==> src/hdl/u8dec_pkg.sv <==
// Shared types and constants for the UTF-8 byte stream decoder.
// No dependencies; imported by u8dec_step and utf8_byte_stream_decoder.
`default_nettype none

package u8dec_pkg;

  localparam int unsigned CpW  = 31;
  localparam int unsigned RemW = 3;

  localparam logic [CpW-1:0] SubstChar = CpW'(63);

  // Lead byte prefix masks and payload masks
  localparam logic [7:0] Lead2Mask = 8'he0;
  localparam logic [7:0] Lead2Code = 8'hc0;
  localparam logic [7:0] Lead3Mask = 8'hf0;
  localparam logic [7:0] Lead3Code = 8'he0;
  localparam logic [7:0] Lead4Mask = 8'hf8;
  localparam logic [7:0] Lead4Code = 8'hf0;
  localparam logic [7:0] Lead5Mask = 8'hfc;
  localparam logic [7:0] Lead5Code = 8'hf8;
  localparam logic [7:0] Lead6Mask = 8'hfe;
  localparam logic [7:0] Lead6Code = 8'hfc;

  localparam logic [7:0] Pay2Mask = 8'h1f;
  localparam logic [7:0] Pay3Mask = 8'h0f;
  localparam logic [7:0] Pay4Mask = 8'h07;
  localparam logic [7:0] Pay5Mask = 8'h03;
  localparam logic [7:0] Pay6Mask = 8'h01;
  localparam logic [7:0] TailMask = 8'h3f;

  localparam logic [RemW-1:0] MaxRemaining = RemW'(5);

  typedef struct packed {
    logic             emit;
    logic             bad_lead;
    logic [CpW-1:0]   code_point;
    logic [CpW-1:0]   partial_next;
    logic [RemW-1:0]  remaining_next;
  } step_t;

endpackage

`default_nettype wire

==> src/hdl/u8dec_step.sv <==
// Combinational decode of one byte against the current sequence state.
// Depends on u8dec_pkg.
`default_nettype none

module u8dec_step
  import u8dec_pkg::*;
(
  input  wire logic [7:0]      byte_i,
  input  wire logic            ascii_mode_i,
  input  wire logic [CpW-1:0]  partial_i,
  input  wire logic [RemW-1:0] remaining_i,
  output step_t                step_o
);

  logic [CpW-1:0] shifted;
  logic [CpW-1:0] byte_ext;

  assign shifted  = {partial_i[CpW-7:0], byte_i[5:0] & TailMask[5:0]};
  assign byte_ext = CpW'(byte_i);

  always_comb begin
    step_o = '0;
    if (ascii_mode_i) begin
      // drop any sequence in progress
      step_o.emit       = 1'b1;
      step_o.code_point = byte_ext;
    end else if (remaining_i != '0) begin
      step_o.remaining_next = remaining_i - RemW'(1);
      if (remaining_i == RemW'(1)) begin
        step_o.emit       = 1'b1;
        step_o.code_point = shifted;
      end else begin
        step_o.partial_next = shifted;
      end
    end else if (byte_i[7] == 1'b0) begin
      step_o.emit       = 1'b1;
      step_o.code_point = byte_ext;
    end else if ((byte_i & Lead2Mask) == Lead2Code) begin
      step_o.partial_next   = CpW'(byte_i & Pay2Mask);
      step_o.remaining_next = RemW'(1);
    end else if ((byte_i & Lead3Mask) == Lead3Code) begin
      step_o.partial_next   = CpW'(byte_i & Pay3Mask);
      step_o.remaining_next = RemW'(2);
    end else if ((byte_i & Lead4Mask) == Lead4Code) begin
      step_o.partial_next   = CpW'(byte_i & Pay4Mask);
      step_o.remaining_next = RemW'(3);
    end else if ((byte_i & Lead5Mask) == Lead5Code) begin
      step_o.partial_next   = CpW'(byte_i & Pay5Mask);
      step_o.remaining_next = RemW'(4);
    end else if ((byte_i & Lead6Mask) == Lead6Code) begin
      step_o.partial_next   = CpW'(byte_i & Pay6Mask);
      step_o.remaining_next = MaxRemaining;
    end else begin
      step_o.emit       = 1'b1;
      step_o.bad_lead   = 1'b1;
      step_o.code_point = SubstChar;
    end
  end

endmodule

`default_nettype wire

==> src/hdl/utf8_byte_stream_decoder.sv <==
// UTF-8 byte stream decoder top level: input register, decode step, result register.
// Depends on u8dec_pkg and u8dec_step.
//
// Usage: bytes enter on the s_axis channel, one request per byte. Decoded
// code points leave on the m_axis channel; tuser flags an invalid lead byte
// that was replaced by '?'. Lead bytes and all but the last continuation
// byte of a sequence yield no output.
// cfg_we_i/cfg_wdata_i set ascii_mode (1 = pass bytes through); write it
// only while the block is idle.
// A byte accepted into the input register passes through the decode step to
// the result register, which drives m_axis. Throughput: one byte per cycle
// unless m_axis stalls, set by the single decode step between the registers.
// Reset clears the sequence state, the ascii_mode register and both valid
// flags. When the receiver stalls, the result register holds; the input
// register still takes one more byte, then tready falls until the result
// drains. A partly received sequence is discarded by reset.
`default_nettype none

module utf8_byte_stream_decoder
  import u8dec_pkg::*;
(
  input  wire logic        clk_i,
  input  wire logic        rst_ni,
  input  wire logic        cfg_we_i,
  input  wire logic        cfg_wdata_i,
  input  wire logic        s_axis_tvalid_i,
  output      logic        s_axis_tready_o,
  input  wire logic [7:0]  s_axis_tdata_i,   // [7:0] in_byte
  output      logic        m_axis_tvalid_o,
  input  wire logic        m_axis_tready_i,
  output      logic [31:0] m_axis_tdata_o,   // [30:0] code_point, [31] zero
  output      logic        m_axis_tuser_o    // [0] bad_lead
);

  logic            ascii_q;
  logic            in_valid_q;
  logic [7:0]      in_byte_q;
  logic [CpW-1:0]  partial_q;
  logic [RemW-1:0] remaining_q;
  logic            out_valid_q, out_valid_d;
  logic [CpW-1:0]  out_cp_q;
  logic            out_bad_q;
  logic            advance;
  step_t           step;

  u8dec_step u_step (
    .byte_i       (in_byte_q),
    .ascii_mode_i (ascii_q),
    .partial_i    (partial_q),
    .remaining_i  (remaining_q),
    .step_o       (step)
  );

  // move the held byte on when the result register is free or draining
  assign advance         = in_valid_q && (!out_valid_q || m_axis_tready_i);
  assign s_axis_tready_o = !in_valid_q || advance;
  assign out_valid_d     = (out_valid_q && !m_axis_tready_i) || (advance && step.emit);

  always_ff @(posedge clk_i or negedge rst_ni) begin
    if (!rst_ni) begin
      ascii_q     <= 1'b0;
      in_valid_q  <= 1'b0;
      out_valid_q <= 1'b0;
      partial_q   <= '0;
      remaining_q <= '0;
    end else begin
      if (cfg_we_i) begin
        ascii_q <= cfg_wdata_i;
      end
      if (s_axis_tready_o) begin
        in_valid_q <= s_axis_tvalid_i;
      end
      out_valid_q <= out_valid_d;
      if (advance) begin
        partial_q   <= step.partial_next;
        remaining_q <= step.remaining_next;
      end
    end
  end

  always_ff @(posedge clk_i) begin
    if (s_axis_tready_o && s_axis_tvalid_i) begin
      in_byte_q <= s_axis_tdata_i;
    end
    if (advance && step.emit) begin
      out_cp_q  <= step.code_point;
      out_bad_q <= step.bad_lead;
    end
  end

  assign m_axis_tvalid_o = out_valid_q;
  assign m_axis_tdata_o  = {1'b0, out_cp_q};
  assign m_axis_tuser_o  = out_bad_q;

`ifndef SYNTHESIS
  a_rem_bounded : assert property (@(posedge clk_i) disable iff (!rst_ni)
    remaining_q <= MaxRemaining)
    else $error("sequence count out of range");

  a_bad_is_subst : assert property (@(posedge clk_i) disable iff (!rst_ni)
    (m_axis_tvalid_o && m_axis_tuser_o) |-> (m_axis_tdata_o == 32'd63))
    else $error("bad lead without substitute character");

  a_ascii_clears : assert property (@(posedge clk_i) disable iff (!rst_ni)
    (advance && ascii_q) |=> (remaining_q == '0))
    else $error("pass-through left a sequence pending");

  a_emit_on_last : assert property (@(posedge clk_i) disable iff (!rst_ni)
    (advance && !ascii_q && remaining_q == RemW'(1)) |=> m_axis_tvalid_o)
    else $error("completed sequence not presented");
`endif

endmodule

`default_nettype wire
==> config.mk <==
export PLATFORM = sky130hd
export DESIGN_NAME = utf8_byte_stream_decoder
export DESIGN_NICKNAME = d
export VERILOG_FILES = /design/src/hdl/u8dec_pkg.sv /design/src/hdl/u8dec_step.sv /design/src/hdl/utf8_byte_stream_decoder.sv
export SDC_FILE = /design/constraint.sdc
export NUM_CORES = 1
export LEC_CHECK = 0
export ABC_CLOCK_PERIOD_IN_PS = 6600
export BUFFER_PORTS_ARGS = -buffer_cell sky130_fd_sc_hd__buf_2
export CORE_MARGIN = 8
export CORE_UTILIZATION = 40
export DETAILED_ROUTE_END_ITERATION = 10
export PLACE_DENSITY_LB_ADDON = 0.08
export REMOVE_ABC_BUFFERS = 1
export SLEW_MARGIN = 20
export SYNTH_ARGS = -nofsm -noshare
export SYNTH_HDL_FRONTEND = slang
export SYNTH_HIERARCHICAL = 1
export SYNTH_SLANG_ARGS = --single-unit
==> constraint.sdc <==
create_clock -name clk_i -period 6.6 [get_ports clk_i]
set_clock_uncertainty 0.1 [all_clocks]
set_input_delay 0.99 -clock clk_i [delete_from_list [all_inputs] [get_ports clk_i]]
set_output_delay 0.99 -clock clk_i [all_outputs]
set_load 0.05 [all_outputs]
* Word-level counts from Yosys, hierarchy flattened
Cells that the tools add are included.
** Operators by class
- $add $sub $neg :: 1
- Bitwise operators :: 1
- Equality and inequality tests :: 6
- Mux-type cells :: 21
- Reduce and logical (&&, ||, !) cells :: 12
** Operator list (count)
- $mux W34 :: 5
- $mux W33 :: 5
- $mux W31 :: 3
- $mux W65 :: 1
- $mux W28 :: 1
- $mux W8 :: 1
- $eq A7 B7 Y1 const B :: 1
- $reduce_or A7 Y1 :: 1
- $eq A6 B6 Y1 const B :: 1
- $eq A5 B5 Y1 const B :: 1
- $eq A4 B4 Y1 const B :: 1
- $logic_and A1 B1 Y1 :: 4
- $mux W1 :: 4
- $mux W4 :: 1
- $eq A3 B1 Y1 const B :: 1
- $eq A3 B3 Y1 const B :: 1
- $logic_not A1 Y1 :: 3
- $logic_or A1 B1 Y1 :: 3
- $reduce_bool A3 Y1 :: 1
- $sub A3 B1 Y3 const B :: 1
- $not A1 Y1 :: 1
** Storage, ports and cells
- Logic and storage cells :: 50
- Bits in registers :: 71
- Bits of input ports :: 14
- Output and inout bits :: 35

* Longest topological paths before layout
Gate-level depths: netlist of run 1.
- Depth after elaboration :: 11
- Mapped depth :: 8
- Gate-level depth less buffers :: 7

* By module
The synthesis of run 1 kept the hierarchy.
** By module, submodules not included
- utf8_byte_stream_decoder :: sequential area each 2127.0 um^2, times used 1, area an instance 2766.4 um^2, cells each 126
- u8dec_step :: sequential area each 0.0 um^2, times used 1, area an instance 749.5 um^2, cells each 115

* Worst setup path before layout of run 1
Ideal clock, no wire load.
- Kind :: reg-to-reg
- From :: register remaining_q[0]
- To :: register out_bad_q, in the netlist m_axis_tuser_o (enable)
- Buffers on the path :: 1
- Data arrival time :: 2.822 ns
- Period minus slack after synthesis :: 3.342 ns
- Data required time :: 6.079 ns
- Setup time :: 0.421 ns
- Path slack :: 3.258 ns
- Stages on the path, launching flop included :: 9
- Cell sequence :: dfrtp_1 -> inv_1 -> ha_1 -> or2b_4 -> o22ai_2 -> or3_1 -> buf_6 -> nand2_1 -> nor2_1
** RTL lines
- from (decl) :: RTL line utf8_byte_stream_decoder.sv:39 : logic [RemW-1:0] remaining_q;
- from (signal assigned) :: RTL line utf8_byte_stream_decoder.sv:76 : remaining_q <= step.remaining_next;
- to (signal assigned) :: RTL line utf8_byte_stream_decoder.sv:87 : out_bad_q <= step.bad_lead;
- to (decl) :: RTL line utf8_byte_stream_decoder.sv:42 : logic out_bad_q;

==> results of run 1 <==
==> area by class of cell <==
type,instances,share of cell area [%]
multi-input combinational,133,30.6
clock buffer,11,3.57
inverter,6,0.612
sequential,71,53.7
tap,105,3.57
clock inverter,5,1.33
timing repair buffer,48,6.60
==> critical path, stage by stage (launching register included) <==
cell	delay, ns
dfrtp_1	0.41
inv_1	0.09
ha_1	0.27
or2b_2	0.33
a21oi_2	0.17
or3_1	0.29
nand2_1	0.15
nor2_4	0.71
==> final timing paths <==
path,start,endpoint,slack (ns)
min,partial_q[20]$_DFFE_PN0P_,partial_q[20]$_DFFE_PN0P_,0.40
min reg2reg,partial_q[20]$_DFFE_PN0P_,partial_q[20]$_DFFE_PN0P_,0.40
max,remaining_q[0]$_DFFE_PN0P_,out_cp_q[8]$_DFFE_PP_,3.70
max reg2reg,remaining_q[0]$_DFFE_PN0P_,out_cp_q[8]$_DFFE_PP_,3.70
min in group asynchronous,rst_ni,m_axis_tvalid_o$_DFF_PN0_,0.59
max in group asynchronous,rst_ni,partial_q[0]$_DFFE_PN0P_,5.36
==> where the power goes <==
group,total (µW),leakage (µW),internal [µW],switching (µW)
Combinational,544,0.000786,176,368
Clock,323,0.0000945,172,152
Sequential,630,0.000809,580,50.2
Total,1500,0.00169,927,570
==> stage by stage <==
step                setup slack [ns]  util (%)  instances
floorplan                       3.24         -        210
global placement                3.69      43.4        363
detailed placement              3.64      43.4        363
CTS                             3.63      45.7        379
global route                    3.46      45.7        379
finish                          3.70      45.7        379
==> layer usage <==
layer  routed length [µm]  global-route usage, %
met4                  105                   6.03
met3                  254                   3.02
met2                 2470                   15.8
met5                    0                      0
met1                 2550                   12.0
==> registers in the layout (all words and copies together), names as in the netlist <==
| register | cells |
|---|---|
| out_cp_q | 31 |
| ascii_q | 1 |
| partial_q | 25 |
| in_byte_q | 8 |
| remaining_q | 3 |
| in_valid_q | 1 |
| m_axis_tvalid_o | 1 |
| m_axis_tuser_o | 1 |
==> flow_summary.yaml, run 1 <==
timing:
  tns_ns: 0
  relSlewSlack_pct: 39.1
  fin_crit_sh_pct: 43.9
  holdWs_ns: 0.399
  worst_slew_pin_slew_ns: 0.911
  hold_viol_final: 0
  final-max-slew-violation-count: 0
  max_freq_ghz: 0.345
  setup_viol: 0
  period_needed_ns: 2.90
  rsz0062_at_grt: "no"
die:
  num_rows: 33
  die_x_um: 106
  initial_core_util_pct: 40.3
  dieHeight_um: 106
  core-area_um2: 8050
  io_pins: 49
  die_area_um2: 11200
critical_path:
  worst_setup_path_end_kind: "register"
  startpoint_type: "register"
  path_class: "reg2reg"
  reg2regPathDepth: 7
  cp_max_fo: 32
  crit_required_ns: 6.46
  critPathArrivalTime_ns: 2.76
power_and_ir_drop:
  p_leak_uw: 0.00169
  powerDensity_nw_per_um2: 407
  ir_worst_vdd_mv: 0.230
  power.total_uw: 1500
clock_network:
  h-tree-depth: 3
  ctsHoldBuffers: 0
  clockBufferDepth: 2
  numCtsBuffers: 9
  clkTransAtPathRegs_ns: 0.06
  tritoncts: "done"
  clock_sinks: 71
  post_cts_resized: 0
  clock_latency_ns: 0.34
  ctsRootBufferMaster: "clkbuf_8"
  postCtsSetupBuffers: 0
route:
  drt_first_pass_iters: 4
  wirelength_um: 5390
  ant_nets: 0
  wire_per_inst_um: 14.2
  vias: 1757
  drt-vias-per-instance: 4.64
  drt_iter0_drc: 28
  drc: 0
synthesis:
  synth_warnings: 6
  synth_area_um2: 3240
  avgSynthCellArea_um2: 14.5
  syn_inst: 223
cells_and_area:
  final_cell_mix: "47 x buf_2, 44 x and2_1, 40 x edfxtp_1"
  final_common_cell: "buf_2"
  multi_input_area_um2: 1120
  n_antenna_cell: 0
  finalNetCount: 286
  fin_area_um2: 3680
  drive_above_1_share_pct: 37.6
  seq_area_um2: 1980
  area_growth_syn_to_layout_pct: 13.5
  fill_cells: 768
grt:
  antenna_found_initial: 0
  grt_pass1_wl_um: 8930
  track_usage_pct: 10.1
  grt_max_degree: 33
  first_global_vias: 1840
  grt_overflow: 0
place:
  gp_congestion: 0.835
  port_buffers: 47
  place_area_um2: 3500
  dp_hpwl_um: 3590
outcome:
  status: "complete, no violations"
run:
  maxCapViolations: 0
hold_path:
  min_path_type: "reg2reg"
  hold-path-cell-count: 1
(Power assumes the default switching activity.)
==> run 2: changes to the inputs <==
--- a/config.mk
+++ b/config.mk
@@ -5,7 +5,8 @@
 export SDC_FILE = /design/constraint.sdc
 export NUM_CORES = 1
 export LEC_CHECK = 0
-export ABC_CLOCK_PERIOD_IN_PS = 6600
+export ABC_AREA = 1
+export ABC_CLOCK_PERIOD_IN_PS = 2900
 export BUFFER_PORTS_ARGS = -buffer_cell sky130_fd_sc_hd__buf_2
 export CORE_MARGIN = 8
 export CORE_UTILIZATION = 40
==> constraint.sdc (replaced) <==
create_clock -name clk_i -period 2.9 [get_ports clk_i]
set_clock_uncertainty 0.1 [all_clocks]
set_input_delay 0.435 -clock clk_i [delete_from_list [all_inputs] [get_ports clk_i]]
set_output_delay 0.435 -clock clk_i [all_outputs]
set_load 0.05 [all_outputs]
==> run 2 against run 1 <==
  * Combinational power increased to 2.6 times the previous value
  * Via count increased by 29%
  * Hold slack got worse by 0.36 ns
  * Critical endpoint is now out_cp_q[18]$_DFFE_PP_
  * Utilization up 1.0 points
  * Total power increased to 2.5 times the previous value
  * Die area is 0.20% higher
  * Sequential power rose by 130%
  * First-iteration DRC count increased to 5.6 times the previous value
  * Final cell count up 30%
  * Largest power group unchanged
  * Highest routed layer unchanged
  * Area after synthesis up 0.23%
  * Fmax is 29% higher
  * Register-to-register slack lost 3.0 ns
==> flow_summary.yaml, run 2 <==
timing:
  fin_crit_sh_pct: 77.3
  tns_ns: 0
  relSlewSlack_pct: 51.1
  worst_slew_pin_slew_ns: 0.734
  setup_viol: 0
  max_freq_ghz: 0.446
  rsz0062_at_grt: "no"
  final-max-slew-violation-count: 0
  hold_viol_final: 0
  period_needed_ns: 2.24
die:
  core-area_um2: 8050
  initial_core_util_pct: 40.4
  die_x_um: 106
  io_pins: 49
  die_area_um2: 11300
  num_rows: 33
  dieHeight_um: 106
route:
  wirelength_um: 6490
  drt-vias-per-instance: 4.63
  drt_first_pass_iters: 6
  ant_nets: 0
  drc: 0
  drt_iter0_drc: 156
  vias: 2271
  wire_per_inst_um: 13.2
cells_and_area:
  final_cell_mix: "77 x nand2_1, 48 x inv_1, 47 x buf_2"
  largest_reg_flops: 31
  finalNetCount: 398
  fin_util_pct: 46.7
  n_antenna_cell: 0
  fill_cells: 794
  top_regs: "out_cp_q x31, partial_q x25, in_byte_q x8"
  drive_above_1_share_pct: 22.5
  multi_input_area_um2: 962
  final_common_cell: "nand2_1"
  top_register: "out_cp_q"
  area_growth_syn_to_layout_pct: 15.8
  fin_area_um2: 3760
  seq_area_um2: 1980
power_and_ir_drop:
  clkPwrFrac_pct: 23.5
  switching_power_uw: 1590
  p_seq_share_pct: 38.7
  ir_worst_vdd_mv: 0.518
  powerDensity_nw_per_um2: 996
  p_int_uw: 2160
  p_leak_uw: 0.00176
  p_comb_share_pct: 37.8
  switching_share_pct: 42.4
critical_path:
  startpoint_type: "register"
  cp_cell_sequence: "inv_1 -> ha_1 -> inv_2 -> nor2_4 -> nand2_4 -> nor2_8 -> nand2_2 -> nand2_4 -> inv_1 -> nor2_2 -> buf_4"
  path_buf_inv: 4
  path_class: "reg2reg"
  cp_top_family: "simple AND/OR/NAND/NOR gates"
  crit_path_top_delay_cell: "dfrtp_1"
  critPathArrivalTime_ns: 2.17
  worst_setup_path_end_kind: "register"
  crit_required_ns: 2.83
  cp_max_fo: 22
  max_stage_delay_ns: 0.40
clock_network:
  tritoncts: "done"
  numCtsBuffers: 9
  clock_latency_ns: 0.34
  ctsHoldBuffers: 0
  ctsRootBufferMaster: "clkbuf_8"
  clock_sinks: 71
  postCtsSetupBuffers: 0
  post_cts_resized: 0
  clockBufferDepth: 2
  h-tree-depth: 3
  clkTransAtPathRegs_ns: 0.07
hold_path:
  min_path_type: "in2async"
place:
  port_buffers: 47
  gp_congestion: 0.859
  dp_hpwl_um: 4330
  place_area_um2: 3540
grt:
  antenna_found_initial: 0
  grt_max_degree: 32
  grt_pass1_wl_um: 11000
  grt_overflow: 0
  track_usage_pct: 12.3
  first_global_vias: 2265
run:
  maxCapViolations: 0
synthesis:
  avgSynthCellArea_um2: 9.67
  synth_warnings: 6
  syn_inst: 336
  synth_area_um2: 3250
outcome:
  status: "complete, no violations"
run 2: cell types whose count changed in the layout (fill, tap and decap cells not counted), sizes merged, moves of 3 or more:
cell / before / now
nand2: 10 / 83
clkinv: 4 / 0
nand2b: 3 / 0
nor3: 3 / 26
o21ai: 2 / 6
buf: 48 / 52
nor2: 8 / 29
and2: 44 / 1
a21o: 6 / 0
inv: 6 / 55
mux2: 29 / 0
nand3: 3 / 35
run 2: routing by layer:
layer	part of all wire [%]	vias to the layer above	wire (µm)	track usage, %
met5	0	-	0	0
met3	5.1	14	329	4.05
met4	2.5	0	161	6.03
li1	-	1154	-	-
met1	48	1055	3090	15.5
met2	45	48	2910	18.5
run 2: area by class of cell:
class / count / share of cell area (%)
tap: 105 / 3.49
timing repair buffer: 52 / 7.25
multi-input combinational: 194 / 25.6
sequential: 71 / 52.5
inverter: 53 / 5.29
clock buffer: 10 / 3.39
clock inverter: 6 / 2.46
run 2: through the flow:
stage	hold slack [ns]	cells	total power [µW]	worst slack [ns]
finish	0.0436	491	3750	0.659
global route	0.0852	491	3970	0.480
CTS	0.0622	491	3800	0.627
detailed placement	0.359	475	2910	0.640
global placement	0.356	475	2910	0.686
floorplan	0.0394	318	2550	-0.377
run 2: final timing paths:
check	from	endpoint	slack, ns	depth (start not counted)
hold reg to reg	partial_q[21]$_DFFE_PN0P_	partial_q[21]$_DFFE_PN0P_	0.37	2
setup reg to reg	remaining_q[0]$_DFFE_PN0P_	out_cp_q[18]$_DFFE_PP_	0.66	11
setup / recovery	remaining_q[0]$_DFFE_PN0P_	out_cp_q[18]$_DFFE_PP_	0.66	11
hold / removal	rst_ni	ascii_q$_DFFE_PN0P_	0.04	1
min in group clk_i	s_axis_tdata_i[4]	in_byte_q[4]$_DFFE_PP_	0.16	1
max in group asynchronous	rst_ni	partial_q[6]$_DFFE_PN0P_	2.18	1
run 2: power groups by stage:
stage / combinational (µW) / sequential [µW] / clock [µW]
floorplan: 594 / 1950 / 0
global placement: 1440 / 1470 / 0
detailed placement: 1440 / 1480 / 0
CTS: 1440 / 1460 / 903
global route: 1540 / 1480 / 949
finish: 1420 / 1450 / 881
